==> src/hdl/lmsd_pkg.sv <==
// ----------------------------------------------------------------------------
// LED matrix scan package
// Shared constants and types for the column-scanning LED matrix driver.
// ----------------------------------------------------------------------------
package lmsd_pkg;

   localparam int ROWS    = 8;
   localparam int COLUMNS = 8;
   localparam int TENTHS  = 10;

   localparam logic [3:0] ROW_LIMIT    = 4'(ROWS);
   localparam logic [3:0] COLUMN_LIMIT = 4'(COLUMNS);

   localparam logic [1:0] CMD_LOAD  = 2'd0;
   localparam logic [1:0] CMD_START = 2'd1;
   localparam logic [1:0] CMD_TICK  = 2'd2;

   localparam logic       CSR_TICKS   = 1'b0;
   localparam logic       CSR_DIMMING = 1'b1;

   localparam logic [15:0] TICKS_RESET = 16'd250;

   typedef struct packed {
      logic        running;
      logic [15:0] elapsed;
      logic [15:0] ticks;
      logic        dimming;
   } scan_view_type;

endpackage

==> src/hdl/lmsd_pixel_store.sv <==
// ----------------------------------------------------------------------------
// LED matrix pixel store
// Holds the lit bit and on-time of every pixel, one word per column, and
// reads the column being scanned with a pending write already merged in.
// ----------------------------------------------------------------------------
module lmsd_pixel_store (
   input  logic        clock,
   input  logic        reset,
   input  logic        wr_en,
   input  logic [2:0]  wr_row,
   input  logic [2:0]  wr_column,
   input  logic        wr_lit,
   input  logic [3:0]  wr_on_time,
   input  logic [2:0]  rd_column,
   output logic [7:0]  rd_lit,
   output logic [31:0] rd_bright
);

   logic [7:0]  lit_ff [8];
   logic [31:0] bright_ff [8];
   logic [7:0]  lit_merged;
   logic [31:0] bright_merged;

   always_comb begin
      lit_merged = lit_ff[wr_column];
      lit_merged[wr_row] = wr_lit;
      bright_merged = bright_ff[wr_column];
      bright_merged[{wr_row, 2'b00} +: 4] = wr_on_time;
   end

   always_ff @(posedge clock) begin
      if (reset) begin
         for (int c = 0; c < 8; c++) begin
            lit_ff[c]    <= '0;
            bright_ff[c] <= '0;
         end
      end else if (wr_en) begin
         lit_ff[wr_column]    <= lit_merged;
         bright_ff[wr_column] <= bright_merged;
      end
   end

   always_comb begin
      if (wr_en && (wr_column == rd_column)) begin
         rd_lit    = lit_merged;
         rd_bright = bright_merged;
      end else begin
         rd_lit    = lit_ff[rd_column];
         rd_bright = bright_ff[rd_column];
      end
   end

endmodule

==> src/hdl/lmsd_row_drive.sv <==
// ----------------------------------------------------------------------------
// LED matrix row drive
// Computes the row pin levels of the scanned column. With dimming, a row is
// lit while the elapsed ticks stay below on_time * ticks / 10, which is
// tested as on_time * ticks >= 10 * (elapsed + 1) to avoid a divider.
// ----------------------------------------------------------------------------
module lmsd_row_drive (
   input  lmsd_pkg::scan_view_type view,
   input  logic [7:0]              lit,
   input  logic [31:0]             bright,
   output logic [7:0]              row_levels
);

   logic [15:0] ticks_eff;
   logic [16:0] elapsed_next;
   logic [20:0] threshold;
   logic [19:0] on_product;

   assign ticks_eff    = (view.ticks == 16'd0) ? 16'd1 : view.ticks;
   assign elapsed_next = {1'b0, view.elapsed} + 17'd1;
   assign threshold    = 21'(elapsed_next) * 21'(lmsd_pkg::TENTHS);

   always_comb begin
      row_levels = '0;
      on_product = '0;
      for (int r = 0; r < lmsd_pkg::ROWS; r++) begin
         on_product = 20'(bright[r*4 +: 4]) * 20'(ticks_eff);
         row_levels[r] = view.running && lit[r]
                         && (!view.dimming || ({1'b0, on_product} >= threshold));
      end
   end

endmodule

==> src/hdl/led_matrix_scan_dimming.sv <==
// ----------------------------------------------------------------------------
// LED matrix column scan with per-pixel dimming
// An accepted item passes the input register, then the result register.
// Throughput: one item per cycle unless rsp stalls; every item gives one
// result. Synchronous reset clears the pixel store and scan state, and sets
// ticks_per_column to 250 and dimming_enable to 1; the block is ready at once.
// ----------------------------------------------------------------------------
module led_matrix_scan_dimming (
   input  logic        clock,
   input  logic        reset,
   input  logic        req_tvalid,
   output logic        req_tready,
   // row[2:0], column[5:3], pixel_lit[6], on_time[10:7], frames[18:11], zero fill
   input  logic [23:0] req_tdata,
   // cmd[1:0]
   input  logic [1:0]  req_tuser,
   output logic        rsp_tvalid,
   input  logic        rsp_tready,
   // row_levels[7:0], column_levels[15:8], busy_res[16], zero fill
   output logic [23:0] rsp_tdata,
   input  logic        csr_valid,
   output logic        csr_ready,
   input  logic        csr_index,
   input  logic [15:0] csr_data
);

   logic        in_valid_ff, in_valid_in;
   logic [1:0]  in_cmd_ff;
   logic [2:0]  in_row_ff;
   logic [2:0]  in_column_ff;
   logic        in_lit_ff;
   logic [3:0]  in_on_ff;
   logic [7:0]  in_frames_ff;

   logic [15:0] ticks_ff;
   logic        dimming_ff;

   logic [2:0]  column_ff, column_in;
   logic [15:0] elapsed_ff, elapsed_in;
   logic [8:0]  frames_left_ff, frames_left_in;
   logic        running_ff, running_in;

   logic        rsp_valid_ff, rsp_valid_in;
   logic [23:0] rsp_data_ff;

   logic        step;
   logic        load_en;
   logic        is_start;
   logic        is_tick;
   logic [2:0]  view_column;
   logic [7:0]  rd_lit;
   logic [31:0] rd_bright;
   logic [7:0]  row_levels;
   logic [7:0]  column_levels;
   logic [15:0] ticks_eff;
   logic [15:0] elapsed_inc;
   logic [3:0]  column_inc;
   lmsd_pkg::scan_view_type view;

   assign step        = in_valid_ff && (!rsp_valid_ff || rsp_tready);
   assign req_tready  = !in_valid_ff || step;
   assign in_valid_in = req_tvalid ? 1'b1 : (step ? 1'b0 : in_valid_ff);
   assign csr_ready   = 1'b1;

   always_ff @(posedge clock) begin
      if (reset) begin
         in_valid_ff <= 1'b0;
      end else begin
         in_valid_ff <= req_tready ? in_valid_in : in_valid_ff;
      end
   end

   always_ff @(posedge clock) begin
      if (req_tvalid && req_tready) begin
         in_cmd_ff    <= req_tuser;
         in_row_ff    <= req_tdata[2:0];
         in_column_ff <= req_tdata[5:3];
         in_lit_ff    <= req_tdata[6];
         in_on_ff     <= req_tdata[10:7];
         in_frames_ff <= req_tdata[18:11];
      end
   end

   always_ff @(posedge clock) begin
      if (reset) begin
         ticks_ff   <= lmsd_pkg::TICKS_RESET;
         dimming_ff <= 1'b1;
      end else if (csr_valid) begin
         case (csr_index)
            lmsd_pkg::CSR_TICKS: begin
               ticks_ff <= csr_data;
            end
            lmsd_pkg::CSR_DIMMING: begin
               dimming_ff <= csr_data[0];
            end
            default: begin
               ticks_ff <= ticks_ff;
            end
         endcase
      end
   end

   assign is_start = (in_cmd_ff == lmsd_pkg::CMD_START);
   assign is_tick  = (in_cmd_ff == lmsd_pkg::CMD_TICK);
   assign load_en  = step && (in_cmd_ff == lmsd_pkg::CMD_LOAD)
                     && ({1'b0, in_row_ff} < lmsd_pkg::ROW_LIMIT)
                     && ({1'b0, in_column_ff} < lmsd_pkg::COLUMN_LIMIT);

   assign view_column  = is_start ? 3'd0 : column_ff;
   assign view.running = is_start ? 1'b1 : running_ff;
   assign view.elapsed = is_start ? 16'd0 : elapsed_ff;
   assign view.ticks   = ticks_ff;
   assign view.dimming = dimming_ff;

   lmsd_pixel_store u_store (
      .clock      (clock),
      .reset      (reset),
      .wr_en      (load_en),
      .wr_row     (in_row_ff),
      .wr_column  (in_column_ff),
      .wr_lit     (in_lit_ff),
      .wr_on_time (in_on_ff),
      .rd_column  (view_column),
      .rd_lit     (rd_lit),
      .rd_bright  (rd_bright)
   );

   lmsd_row_drive u_rows (
      .view       (view),
      .lit        (rd_lit),
      .bright     (rd_bright),
      .row_levels (row_levels)
   );

   assign column_levels = view.running ? (8'd1 << view_column) : 8'd0;

   assign ticks_eff   = (ticks_ff == 16'd0) ? 16'd1 : ticks_ff;
   assign elapsed_inc = elapsed_ff + 16'd1;
   assign column_inc  = {1'b0, column_ff} + 4'd1;

   always_comb begin
      column_in      = column_ff;
      elapsed_in     = elapsed_ff;
      frames_left_in = frames_left_ff;
      running_in     = running_ff;
      if (is_start) begin
         column_in      = 3'd0;
         elapsed_in     = 16'd0;
         frames_left_in = {1'b0, in_frames_ff} + 9'd1;
         running_in     = 1'b1;
      end else if (is_tick && running_ff) begin
         if (elapsed_inc >= ticks_eff) begin
            elapsed_in = 16'd0;
            if (column_inc >= lmsd_pkg::COLUMN_LIMIT) begin
               column_in = 3'd0;
               if (frames_left_ff <= 9'd1) begin
                  frames_left_in = 9'd0;
                  running_in     = 1'b0;
               end else begin
                  frames_left_in = frames_left_ff - 9'd1;
               end
            end else begin
               column_in = column_inc[2:0];
            end
         end else begin
            elapsed_in = elapsed_inc;
         end
      end
   end

   always_ff @(posedge clock) begin
      if (reset) begin
         column_ff      <= 3'd0;
         elapsed_ff     <= 16'd0;
         frames_left_ff <= 9'd0;
         running_ff     <= 1'b0;
      end else if (step) begin
         column_ff      <= column_in;
         elapsed_ff     <= elapsed_in;
         frames_left_ff <= frames_left_in;
         running_ff     <= running_in;
      end
   end

   assign rsp_valid_in = step ? 1'b1 : (rsp_tready ? 1'b0 : rsp_valid_ff);

   always_ff @(posedge clock) begin
      if (reset) begin
         rsp_valid_ff <= 1'b0;
      end else begin
         rsp_valid_ff <= rsp_valid_in;
      end
   end

   always_ff @(posedge clock) begin
      if (step) begin
         rsp_data_ff <= {7'd0, running_in, column_levels, row_levels};
      end
   end

   assign rsp_tvalid = rsp_valid_ff;
   assign rsp_tdata  = rsp_data_ff;

endmodule

==> config.mk <==
export PLATFORM = sky130hd
export DESIGN_NAME = led_matrix_scan_dimming
export DESIGN_NICKNAME = d
export VERILOG_FILES = /design/src/hdl/lmsd_pkg.sv /design/src/hdl/lmsd_pixel_store.sv /design/src/hdl/lmsd_row_drive.sv /design/src/hdl/led_matrix_scan_dimming.sv
export SDC_FILE = /design/constraint.sdc
export NUM_CORES = 2
export LEC_CHECK = 0
export CAP_MARGIN = 20
export CORE_MARGIN = 2
export CORE_UTILIZATION = 55
export CTS_BUF_LIST = sky130_fd_sc_hd__clkbuf_8
export DETAILED_ROUTE_END_ITERATION = 8
export DONT_BUFFER_PORTS = 1
export GPL_TIMING_DRIVEN = 0
export PLACE_DENSITY = 0.77
export REMOVE_ABC_BUFFERS = 1
export SETUP_SLACK_MARGIN = 0.4
export SYNTH_ARGS = -nofsm -noshare
export SYNTH_HDL_FRONTEND = slang
export SYNTH_SLANG_ARGS = --single-unit
==> constraint.sdc <==
create_clock -name clock -period 20.3 [get_ports clock]
set_clock_uncertainty 0.2 [all_clocks]
set_input_delay 1.015 -clock clock [delete_from_list [all_inputs] [get_ports clock]]
set_output_delay 1.015 -clock clock [all_outputs]
set_load 0.005 [all_outputs]
# == After elaboration in Yosys (flattened, before gate mapping) ==
# Memories as Yosys holds them, arrays and structs flattened. A register that Yosys moved wholly into a read port is not among the register bits.
# Cells that the tools add are included.
# op_classes
bitwise_logic,1
add_sub_neg,6
mux,44
n_reduce_logical,50
n_shift,3
n_lt_le_gt_ge,13
eq_ne,3
multipliers,9
# op_table
operator,n
20-bit by 21-bit >= comparator with 1-bit output,8
4-bit by 16-bit multiplier with 20-bit output,8
16-bit two-way mux,5
32-bit two-way mux,2
9-bit two-way mux,5
32-bit bitwise mux,1
32-bit OR reduction,1
4-bit by 7-bit variable shift with 32-bit output (first input constant),1
4-bit by 7-bit variable part select with 32-bit output,1
3-bit two-way mux,9
1-bit logical AND,22
17-bit by 3-bit multiplier with 20-bit output (second input constant),1
1-bit two-way mux,18
16-bit by 1-bit adder with 17-bit output (second input constant),1
16-bit by 1-bit adder with 16-bit output (second input constant),1
16-bit >= comparator,1
16-bit logical NOT,1
8-bit two-way mux,2
1-bit logical OR,10
2-bit nonzero test,5
8-bit by 1-bit adder with 9-bit output (second input constant),1
9-bit by 1-bit <= comparator with 1-bit output (second input constant),1
9-bit by 1-bit subtractor with 9-bit output (second input constant),1
8-bit bitwise mux,1
other kinds (17),22
# word_totals
wordCells,147
in_bits,48
ram_bits,320
regBits,86
out_inout_bits,27
mem_count,2
# memory_table
name,words,width,rd,rd_clocked_by_memory_dff,wr,line_no,rtl
u_store.bright_ff,8,32,2,1,8,lmsd_pixel_store.sv:20,logic [31:0] bright_ff [8];
u_store.lit_ff,8,8,2,1,8,lmsd_pixel_store.sv:19,logic [7:0] lit_ff [8];

# == Depth between registers and ports, before layout ==
# depth
ltp_word,10
depth_mapped,35
depth_no_buf,32

# == By module ==
# A second synthesis with hierarchy kept.
# hier_totals
cells_unflattened,4371
hier_area_um2,42110.4
# modules_own_cells
mod,cells_per_inst,area_per_inst_um2,n_inst
lmsd_row_drive,2566,20114.3,1
lmsd_pixel_store,1334,17563.1,1
led_matrix_scan_dimming,471,4433.0,1

# == Worst setup path before layout ==
# Ideal clock, no wire load.
# synth_timing
path_type,reg-to-reg
start,register in_row_ff[0]
end,"register rsp_data_ff[7] (netlist: rsp_tdata[7]), data pin"
required_time_ns,19.810
path_slack_ns,12.752
stages_incl_launch_ff,33
setup_ns,0.290
arrival_ns,7.058
period_less_slack_ns,7.548
cell_sequence,edfxtp_1 clkbuf_1 inv_1 ha_1 ha_1 clkbuf_1 nor3_2 nor2_1 a21oi_2 nor2_1 a21oi_2 buf_2 nor2_1 fa_1 inv_1 fa_1 inv_1 ha_1 and2_1 a31oi_1 a21oi_1 a41oi_1 o21ai_0 or4_1 a31o_2 a21oi_1 xnor2_1 ha_1 o21ai_0 a21oi_1 or3b_2 a31oi_1 a2111oi_0
# synth_between
elab_chain_len,8
elab_cells_between_ends,17
# synth_lines
item,line_no,rtl
"start, declared",led_matrix_scan_dimming.sv:29,logic [2:0] in_row_ff;
"start signal, assigned",led_matrix_scan_dimming.sv:76,in_row_ff <= req_tdata[2:0];
5-bit negation with 7-bit output (tied with other cells),lmsd_pixel_store.sv:28,"bright_merged[{wr_row, 2'b00} +: 4] = wr_on_time;"
4-bit by 7-bit variable part select with 32-bit output (tied with other cells),lmsd_pixel_store.sv:28,
32-bit bitwise mux or 1-bit two-way mux (tied branches),"lmsd_pixel_store.sv:28, lmsd_pixel_store.sv:26",
32-bit two-way mux or 1-bit demux with 3-bit select (tied branches),-,
4-bit by 16-bit multiplier with 20-bit output or 8-bit bitwise mux (tied branches),"lmsd_row_drive.sv:27, lmsd_pixel_store.sv:26",
20-bit by 21-bit >= comparator with 1-bit output or 8-bit two-way mux (tied branches),"lmsd_row_drive.sv:29, lmsd_pixel_store.sv:44",
1-bit logical OR or 1-bit logical AND (tied branches),"lmsd_row_drive.sv:29, lmsd_row_drive.sv:28",
1-bit logical AND (*),lmsd_row_drive.sv:29,"&& (!view.dimming || ({1'b0, on_product} >= threshold));"
via row_levels[7],led_matrix_scan_dimming.sv:53,logic [7:0] row_levels;
"end signal, assigned",led_matrix_scan_dimming.sv:197,"rsp_data_ff <= {7'd0, running_in, column_levels, row_levels};"
"end, declared",led_matrix_scan_dimming.sv:44,logic [23:0] rsp_data_ff;
# The timed path passes the listed nets; every way through them passes the cells marked *.
# A chain may end at the register's enable or synchronous reset.

# == Worst setup path in the final report ==
# Same ends and word-level chain as after synthesis.

==> metrics.md <==
| Metric | Value |
|---|---|
| FMAX | `105 MHz` |
| Rows | `100` |
| Largest net degree at the start of global routing | `71` |
| Clock Sinks | `409` |
| Placed inst area | `42900 um2` |
| CTS Hold Bufs | `0` |
| Final worst setup slack | `10810 ps` |
| DIE HEIGHT | `278 um` |
| Initial core utilization | `55.6%` |
| Post-synth ARST share | `0%` |
| Num ports | `75` |
| Sw Ratio | `34.6%` |
| Vias in the first global route | `34022` |
| Crit start category | `register` |
| Sequential fraction of the synthesis area | `28.4%` |
| Drt wl/cell | `21.9 um` |
| CP Data Arrival Time | `9630 ps` |
| Nets | `5089` |
| I/O Buffers | `0` |
| Drt via density | `6.28` |
| Slew headroom | `21.0%` |
| Synth Cell Area | `41400 um2` |
| DPL Wire Length | `80000 um` |
| Maximum fanout along the worst path | `16` |
| Hold Path Class | `primary input to register` |
| Antenna violations before repair | `2` |
| Fill count | `6245` |
| Warnings, synthesis | `0` |
| Worst-Margin Slew | `1180 ps` |
| CTS H-tree depth | `3` |
| CP endpoint kind | `register` |
| Ys flop type | `edfxtp_1` |
| Width of the die | `278 um` |
| Critical path class | `register to register` |
| Net Switching | `0.862 mW` |
| EDFF count, synth | `358` |
| # resized after CTS | `0` |
| Die ar. | `77500 um2` |
| Reg power frac | `39.9%` |
| Total track usage | `30.8%` |
| Drc violations | `0` |
| Flops & latches, synth | `409` |
| Core Footprint | `74400 um2` |
| Power Internal | `1.63 mW` |
| Root buffer cell | `clkbuf_8` |
| Drt initial violations | `3419` |
| CTS clock-pin slew for the worst setup and hold paths | `70 ps` |
| Pwr dens | `56.4 nW/um2` |
| Combinational Power Share | `32.5%` |
| Largest vdd supply drop | `0.100 mV` |
| Setup violations, final | `0` |
| GPL Wtd Cong | `0.896` |
| Post-place setup slack | `10640 ps` |
| Antenna viol nets, final | `0` |
| Final Hold Viols | `0` |
| Worst r2r path cells | `28` |
| Vias | `34193` |
| Cells after synthesis | `4527` |
| Synth unique cells | `86` |
| CP max-delay cell | `a21oi_2` |
| Final Max Tran Viols | `0` |
| Synth Area per Inst | `9.15 um2` |
| GRT overflow | `0` |
| Worst Path Required | `20440 ps` |
| Setup_tns | `0 ps` |
| Final min period | `9490 ps` |
| Unrepaired setup endpoints after global routing | `no` |
| Leak Pwr | `19.3 nW` |
| Layout cell share with drive strength beyond 1 | `9.32%` |
| Post-CTS Setup Bufs | `0` |
| Status | `finished clean` |
| Clock Power Share | `27.7%` |
| Final Cycle Share | `46.7%` |
| Hold depth | `1` |
| CP max stage delay | `850 ps` |
| TritonCTS clock tree | `done` |
| TritonCTS buffer count | `68` |
| Clock Tree Buf Depth | `3` |
| First-pass GRT wire length | `186000 um` |
| P&R area growth vs syn | `6.72%` |
| Worst skew pair latency | `650 ps` |
| Fin area | `44200 um2` |
| First-pass DRT Iterations | `6` |
| WL final | `119000 um` |
| Max-cap violations | `0` |
[stage by stage]
stage	total power [mW]	utilization (%)	cells	hold WS, ps
after global placement	1.77	55.8	5254	259
after floorplan	1.60	-	4285	230
after CTS	2.48	59.3	5437	196
after global routing	2.64	59.4	5442	214
after detailed placement	1.80	57.6	5313	263
final	2.49	59.4	5443	225
[worst max-delay path, delay by kind of cell (launching register included)]
| family | cells | cell delay (ps) |
|---|---|---|
| compound gates | 12 | 3530 |
| xor+xnor | 1 | 130 |
| fa+ha+maj | 6 | 2180 |
| buf+inv | 2 | 220 |
| flops | 1 | 770 |
| simple gates | 7 | 2090 |
[routing by layer]
layer,track usage (%),part of all wire (%)
met3,5.07,10
met4,16.9,5.7
met1,37.5,36
met5,0,0
met2,52.3,48
[registers in the layout, summed over array words and instances, names as in the netlist, 2 cells and up, named ones only]
name / count
u_store.bright_ff: 256
u_store.lit_ff: 64
rsp_tdata: 17
elapsed_ff: 16
ticks_ff: 16
frames_left_ff: 9
in_frames_ff: 8
in_on_ff: 4
column_ff: 3
in_column_ff: 3
in_row_ff: 3
in_cmd_ff: 2
[layout make-up]
cell class / count / area, um2 / share of cell area (%)
flip-flops and latches: 409 / 11800 / 26.7
multi-input cells: 3441 / 27200 / 61.5
well taps: 969 / 1210 / 2.74
repair buffers: 63 / 1130 / 2.56
clock buffers: 71 / 977 / 2.21
inverters: 435 / 1630 / 3.69
diodes: 2 / 5.00 / 0.0113
clock inverters: 53 / 267 / 0.603
[power by group through the flow]
stage	Clock [mW]	Sequential (mW)	Combinational, mW
3_5_place_dp	0	1.01	0.795
6_report	0.690	0.993	0.809
2_1_floorplan	0	0.993	0.606
4_1_cts	0.690	0.991	0.801
3_3_place_gp	0	1.02	0.753
5_1_grt	0.726	0.995	0.916
[cell families after synthesis]
group	share of synthesized area [%]
AOI/OAI and AO/OA	12.3
xor gates and xnor gates	3.32
adders and majority gates	22.9
buffers and inverters	6.60
DFF	28.4
muxes	7.56
other	0.0181
and+or+nand+nor	18.9
[cells in the mapped netlist (7+ instances only)]
cell	count	area, um2
o21a_1	29	218
xnor2_1	109	955
and3_1	15	93.8
o22ai_1	51	319
nor4_1	9	56.3
a211oi_1	16	120
edfxtp_1	358	10800
ha_1	398	4980
o21bai_1	7	52.6
nand2_1	286	1070
nor2b_1	49	307
buf_2	54	270
nand3_1	56	280
nor2_1	712	2670
or3_1	20	125
o211ai_1	27	203
and2_1	318	1990
fa_1	225	4500
or4_1	7	52.6
or2_2	19	119
o21ai_2	18	158
a21o_1	64	480
a21boi_0	7	52.6
nand4_1	35	219
dfxtp_1	51	1020
a221oi_1	7	61.3
mux2i_1	82	821
o2111ai_1	8	70.1
a21oi_2	27	236
inv_1	429	1610
nand2b_1	46	288
a41oi_1	10	87.6
a2111oi_0	8	70.1
nor3_1	70	350
mux2_2	35	394
clkbuf_1	157	589
o21ai_0	143	716
a21oi_1	264	1320
xor2_1	48	420
buf_4	20	150
o221ai_1	21	184
mux4_2	84	1890
buf_1	12	45.0
a31oi_1	14	87.6
[final timing paths]
kind	startpoint	endpoint	slack [ps]
worst max-delay path	in_row_ff[0]	rsp_tdata[7]	10810
worst min-delay path	reset	ticks_ff[2]	230
worst max register to register	in_row_ff[0]	rsp_tdata[7]	10810
worst min register to register	elapsed_ff[7]	elapsed_ff[7]	280
[placed cells by master (no fill, tap or decap), drive strengths merged, types with 10 or more instances in the layout]
cell | netlist | final
or3 | 20 | 20
o21ai | 166 | 166
inv | 429 | 452
xnor2 | 109 | 109
a41oi | 10 | 10
o221ai | 21 | 21
nand3 | 56 | 56
nand2b | 46 | 46
dfxtp | 51 | 51
a31oi | 15 | 15
ha | 398 | 398
nand4 | 35 | 35
a2111oi | 10 | 10
or2 | 19 | 19
a211oi | 18 | 18
mux4 | 84 | 84
nor4 | 10 | 10
mux2i | 83 | 83
o22ai | 51 | 51
o211ai | 27 | 27
mux2 | 35 | 35
and3 | 15 | 15
xor2 | 48 | 48
buf | 89 | 63
nor2b | 49 | 49
edfxtp | 358 | 358
and2 | 318 | 318
nor2 | 712 | 712
a21o | 64 | 64
nor3 | 71 | 71
fa | 225 | 225
o21a | 29 | 29
clkbuf | 159 | 71
clkinv | 6 | 33
a21oi | 292 | 292
nand2 | 286 | 286
No activity file was read; power rests on OpenSTA's default activity.
